File: src/rtl/npc_pkg.sv
`timescale 1ns / 1ps

package npc_pkg;

   localparam int unsigned PALETTE_DEPTH_DEFAULT = 256;

   localparam int unsigned SLOT_W  = 8;   // entry_index / best_index
   localparam int unsigned COLOR_W = 24;  // RGB888
   localparam int unsigned QUERY_W = 16;  // RGB565
   localparam int unsigned COUNT_W = 9;   // entries_in_use
   localparam int unsigned CHAN_W  = 8;
   localparam int unsigned SQ_W    = 16;
   localparam int unsigned DIST_W  = 18;

   localparam logic ACTION_WRITE = 1'b0;
   localparam logic ACTION_QUERY = 1'b1;

   typedef enum logic [2:0] {
      ST_IDLE,
      ST_PREP,
      ST_SETTLE,
      ST_LAUNCH,
      ST_SWEEP,
      ST_DELIVER
   } npc_state_type;

   // palette write broadcast to every cell
   typedef struct packed {
      logic               en;
      logic [SLOT_W-1:0]  slot;
      logic [COLOR_W-1:0] color;
   } npc_write_type;

   typedef struct packed {
      logic [CHAN_W-1:0] r;
      logic [CHAN_W-1:0] g;
      logic [CHAN_W-1:0] b;
   } npc_rgb_type;

   // running best, handed from cell to cell
   typedef struct packed {
      logic              valid;
      logic              found;
      logic [SLOT_W-1:0] idx;
      logic [DIST_W-1:0] distance;
   } npc_token_type;

   function automatic logic [CHAN_W-1:0] abs_diff(input logic [CHAN_W-1:0] a,
                                                  input logic [CHAN_W-1:0] b);
      return (a > b) ? (a - b) : (b - a);
   endfunction

endpackage

File: src/rtl/npc_cell.sv
`timescale 1ns / 1ps

module npc_cell #(
   parameter int unsigned INDEX = 0
) (
   input  logic                          clock,
   input  logic                          reset,
   input  npc_pkg::npc_write_type        wr,
   input  npc_pkg::npc_rgb_type          query,
   input  logic [npc_pkg::COUNT_W-1:0]   entries,
   input  npc_pkg::npc_token_type        tok_in,
   output npc_pkg::npc_token_type        tok_out
);

   localparam bit WRITABLE  = INDEX < (1 << npc_pkg::SLOT_W);
   localparam bit COUNTABLE = INDEX < (1 << npc_pkg::COUNT_W);
   localparam logic [npc_pkg::SLOT_W-1:0]  SLOT = INDEX[npc_pkg::SLOT_W-1:0];
   localparam logic [npc_pkg::COUNT_W-1:0] POS  = INDEX[npc_pkg::COUNT_W-1:0];

   logic [npc_pkg::COLOR_W-1:0] color_ff, color_in;
   logic [npc_pkg::SQ_W-1:0]    sq_r_ff, sq_g_ff, sq_b_ff;
   logic [npc_pkg::SQ_W-1:0]    sq_r_in, sq_g_in, sq_b_in;
   logic [npc_pkg::DIST_W-1:0]  dist_ff, dist_in;
   logic [npc_pkg::CHAN_W-1:0]  dr, dg, db;
   logic                        active, take;
   logic                        tok_valid_ff, tok_valid_in;
   logic                        tok_found_ff, tok_found_in;
   logic [npc_pkg::SLOT_W-1:0]  tok_idx_ff, tok_idx_in;
   logic [npc_pkg::DIST_W-1:0]  tok_dist_ff, tok_dist_in;

   always_comb begin
      color_in = color_ff;
      if (wr.en && WRITABLE && (wr.slot == SLOT)) begin
         color_in = wr.color;
      end
   end

   // distance to the held query, two register stages
   always_comb begin
      dr      = npc_pkg::abs_diff(query.r, color_ff[23:16]);
      dg      = npc_pkg::abs_diff(query.g, color_ff[15:8]);
      db      = npc_pkg::abs_diff(query.b, color_ff[7:0]);
      sq_r_in = {8'd0, dr} * {8'd0, dr};
      sq_g_in = {8'd0, dg} * {8'd0, dg};
      sq_b_in = {8'd0, db} * {8'd0, db};
      dist_in = {2'b00, sq_r_ff} + {2'b00, sq_g_ff} + {2'b00, sq_b_ff};
   end

   always_comb begin
      active       = COUNTABLE && (POS < entries);
      take         = active && (!tok_in.found || (dist_ff < tok_in.distance));
      tok_valid_in = tok_in.valid;
      tok_found_in = tok_in.found | active;
      tok_idx_in   = take ? SLOT    : tok_in.idx;
      tok_dist_in  = take ? dist_ff : tok_in.distance;
   end

   always_ff @(posedge clock) begin
      if (reset) begin
         tok_valid_ff <= 1'b0;
      end else begin
         tok_valid_ff <= tok_valid_in;
      end
   end

   always_ff @(posedge clock) begin
      color_ff    <= color_in;
      sq_r_ff     <= sq_r_in;
      sq_g_ff     <= sq_g_in;
      sq_b_ff     <= sq_b_in;
      dist_ff     <= dist_in;
      tok_found_ff <= tok_found_in;
      tok_idx_ff  <= tok_idx_in;
      tok_dist_ff <= tok_dist_in;
   end

   assign tok_out = '{valid: tok_valid_ff, found: tok_found_ff,
                      idx: tok_idx_ff, distance: tok_dist_ff};

endmodule

File: config.mk
export PLATFORM = sky130hd
export DESIGN_NAME = npc_cell
export DESIGN_NICKNAME = d
export VERILOG_FILES = /design/src/rtl/npc_pkg.sv /design/src/rtl/npc_cell.sv
export SDC_FILE = /design/constraint.sdc
export NUM_CORES = 1
export LEC_CHECK = 0
export ABC_AREA = 1
export BUFFER_PORTS_ARGS = -buffer_cell sky130_fd_sc_hd__buf_2
export CORE_AREA = 2 2 168 170
export CTS_CLUSTER_DIAMETER = 60
export DETAILED_ROUTE_END_ITERATION = 7
export DIE_AREA = 0 0 170 172
export PLACE_DENSITY = 0.65
export SYNTH_ARGS = -nofsm -noshare
export SYNTH_HDL_FRONTEND = slang
export SYNTH_SLANG_ARGS = --single-unit
File: constraint.sdc
create_clock -name clock -period 8.8 [get_ports clock]
set_input_delay 0.44 -clock clock [delete_from_list [all_inputs] [get_ports clock]]
set_output_delay 0.44 -clock clock [all_outputs]
set_load 0.01 [all_outputs]
==> reports/qor.txt <==
outcome -> complete, no violations
PortBufs -> 123
Hold Slack -> 0.176 ns
post-route ant nets -> 0
final hold violations -> 0
HPWL after DPL -> 20.7 mm
# IOs -> 124
via density per instance -> 4.71
Layout Skew -> 0.0111 ns
Hold WC Path Type -> in2reg
clock sink count -> 115
# rows -> 61
Non-Filler Instances -> 2075
Period minus WS final -> 5.62 ns
slowest CP cell -> fa_1
Setup TNS -> 0 ns
P&R area growth vs syn -> 13.0%
initial antenna violation count -> 0
Post CTS Setup Buffer Count -> 0
CTS Buf Count -> 17
post-synthesis area per instance -> 7.69 um^2
Die X -> 170 um
multi-input logic area -> 0.00823 mm^2
ys flop type -> dfxtp_1
# diodes -> 0
Finished Core Util -> 50.2%
peak supply drop -> 198 uV
max-cap viol count -> 0
fmax -> 0.178 GHz
# DRC -> 0
Setup Viol. Count Final -> 0
NumNets Final -> 2075
Seq. cell area -> 0.00254 mm^2
Worst Path Arrival -> 5.93 ns
Die Height -> 172 um
number of global-route vias before repair -> 9543
sequential cell area fraction in the yosys report -> 20.8%
Power Dens Cells -> 377 mW/mm^2
most frequent cells in the layout -> nand2_1, inv_1, ha_1
worst path required time -> 9.10 ns
CP most frequent cell -> nand2_1
Tot GR Track Use -> 17.2%
Core Region -> 0.0275 mm^2
max-slew violations -> 0
number of synthesized register bits -> 115
H-tree Lvls -> 4
clk_lat worst skew -> 0.41 ns
DR WL/cell -> 11.7 um
placed insts -> 2043
Final period util -> 63.9%
reg2reg setup slack -> 3.18 ns
first-pass GRT wire length -> 41.4 mm
RSZ-0062 raised after global routing -> false
most common cell after layout, fill and taps aside -> nand2_1
Initial Utilization -> 44.4%
combinational power share -> 69.5%
via count -> 9768
post_cts resized -> 0
Clock power frac -> 13.6%
Layout fillers -> 2659
Initial DRC Count -> 464
Sw Ratio -> 48.2%
GP Congestion -> 0.872
Pint -> 2.70 mW
CTS tree -> yes
register clock-pin slew on the reported worst setup and hold paths -> 0.06 ns
total gr overflow -> 0
NetSw -> 2.51 mW
Longest Clk Path Bufs -> 2
final wirelength -> 24.3 mm
fraction of registers with async set/reset -> 0%
Post-synth EDFFs -> 24
Post-Syn Area -> 0.0122 mm^2
startpoint types -> flop
critical path capture point type -> flop
Mapped Cells -> 1587
largest stage delay on the critical path -> 0.53 ns
sequential share of power -> 16.9%
cts hold-fix bufs -> 0
Crit Path Max Fanout -> 10
die area -> 0.0292 mm^2
clk root buf -> clkbuf_16
largest net degree at the start of global routing -> 29
layout cell share with drive strength beyond 1 -> 14.3%
Cell variety after synth -> 40
Yosys warning count -> 0
Leak -> 7.88 nW
detailed-router iteration count before antenna repair -> 5
crit path kind -> reg2reg
-- worst max-delay path: cells and delay by family, from the launching register on --
kind,cells,cell delay [ns]
buf+inv,4,0.27
flops,1,0.40
xor+xnor,1,0.21
simple gates,12,1.27
compound gates,5,0.89
fa+ha+maj,6,2.48
-- final cells by class --
cell class | count | share of cell area [%]
Sequential cell | 115 | 18.4
Multi-Input combinational cell | 1102 | 59.7
Tap cell | 346 | 3.14
Clock buffer | 20 | 3.39
Timing Repair Buffer | 125 | 4.57
Inverter | 355 | 9.75
Clock inverter | 12 | 1.03
-- through the flow --
| step | setup slack (ns) | instance area (um^2) | power [mW] |
|---|---|---|---|
| 2_1_floorplan | 3.50 | 12200 | 3.74 |
| 5_1_grt | 2.53 | 13800 | 5.86 |
| 4_1_cts | 3.15 | 13800 | 5.25 |
| 3_5_place_dp | 2.99 | 13200 | 4.50 |
| 3_3_place_gp | 3.06 | 13200 | 4.45 |
| 6_report | 3.18 | 13800 | 5.20 |
-- cells in the mapped netlist, types with 4 or more instances --
| cell | instances | share of area (%) |
|---|---|---|
| nand2_1 | 369 | 11 |
| inv_1 | 339 | 10 |
| ha_1 | 166 | 17 |
| nor2_1 | 107 | 3.3 |
| fa_1 | 97 | 16 |
| dfxtp_1 | 91 | 15 |
| nand3_1 | 83 | 3.4 |
| a21oi_1 | 60 | 2.5 |
| xor2_1 | 34 | 2.4 |
| nand2_2 | 31 | 1.6 |
| xnor2_1 | 26 | 1.9 |
| edfxtp_1 | 24 | 5.9 |
| o21ai_0 | 19 | 0.78 |
| a21boi_0 | 18 | 1.1 |
| inv_2 | 13 | 0.40 |
| nand4_1 | 13 | 0.67 |
| nand2_4 | 12 | 1.1 |
| a21o_1 | 9 | 0.55 |
| buf_2 | 8 | 0.33 |
| o21ai_2 | 8 | 0.57 |
| o21bai_1 | 8 | 0.49 |
| nor2_2 | 7 | 0.36 |
| nor2_4 | 5 | 0.46 |
| buf_4 | 4 | 0.25 |
| or2_2 | 4 | 0.20 |
-- worst paths after layout --
check,from,end,cells past startpoint
max,color_ff[16],sq_r_ff[12],28
min,reset,tok_valid_ff,2
max reg2reg,color_ff[16],sq_r_ff[12],28
min reg2reg,dist_ff[5],tok_dist_ff[5],2
-- flip-flops by register name, indices dropped and copies added (netlist names) --
signal,count
tok_valid_ff,1
tok_idx_ff,8
sq_r_ff,15
tok_dist_ff,18
tok_found_ff,1
color_ff,24
sq_b_ff,15
dist_ff,18
sq_g_ff,15
-- power groups by stage --
| stage | Clock [mW] | Combinational, mW | Sequential [mW] |
|---|---|---|---|
| 2_1_floorplan | 0 | 2.86 | 0.887 |
| 3_3_place_gp | 0 | 3.56 | 0.890 |
| 3_5_place_dp | 0 | 3.61 | 0.893 |
| 4_1_cts | 0.728 | 3.64 | 0.882 |
| 5_1_grt | 0.749 | 4.21 | 0.899 |
| 6_report | 0.708 | 3.62 | 0.879 |
-- per-layer routing --
layer | up-vias | GRT usage (%) | wire [um]
met5 | - | 0 | 0
met2 | 221 | 30.4 | 11300
met3 | 16 | 2.70 | 1120
met4 | 0 | 4.68 | 368
met1 | 4404 | 22.0 | 11400
li1 | 5127 | - | -
-- logic make-up (layout without fill, tap and decap cells) --
kind of cell / after synthesis / count (layout) / synth area share (%)
and+or+nand+nor: 644 / 644 / 23.4
xor gates and xnor gates: 60 / 60 / 4.30
other: 1 / 3 / 0.0307
buffers and inverters: 372 / 512 / 11.9
AOI/OAI and AO/OA: 132 / 132 / 6.68
DFF: 115 / 115 / 20.8
adders and majority gates: 263 / 263 / 32.9
Note: power is estimated with default switching activity, not from simulation.
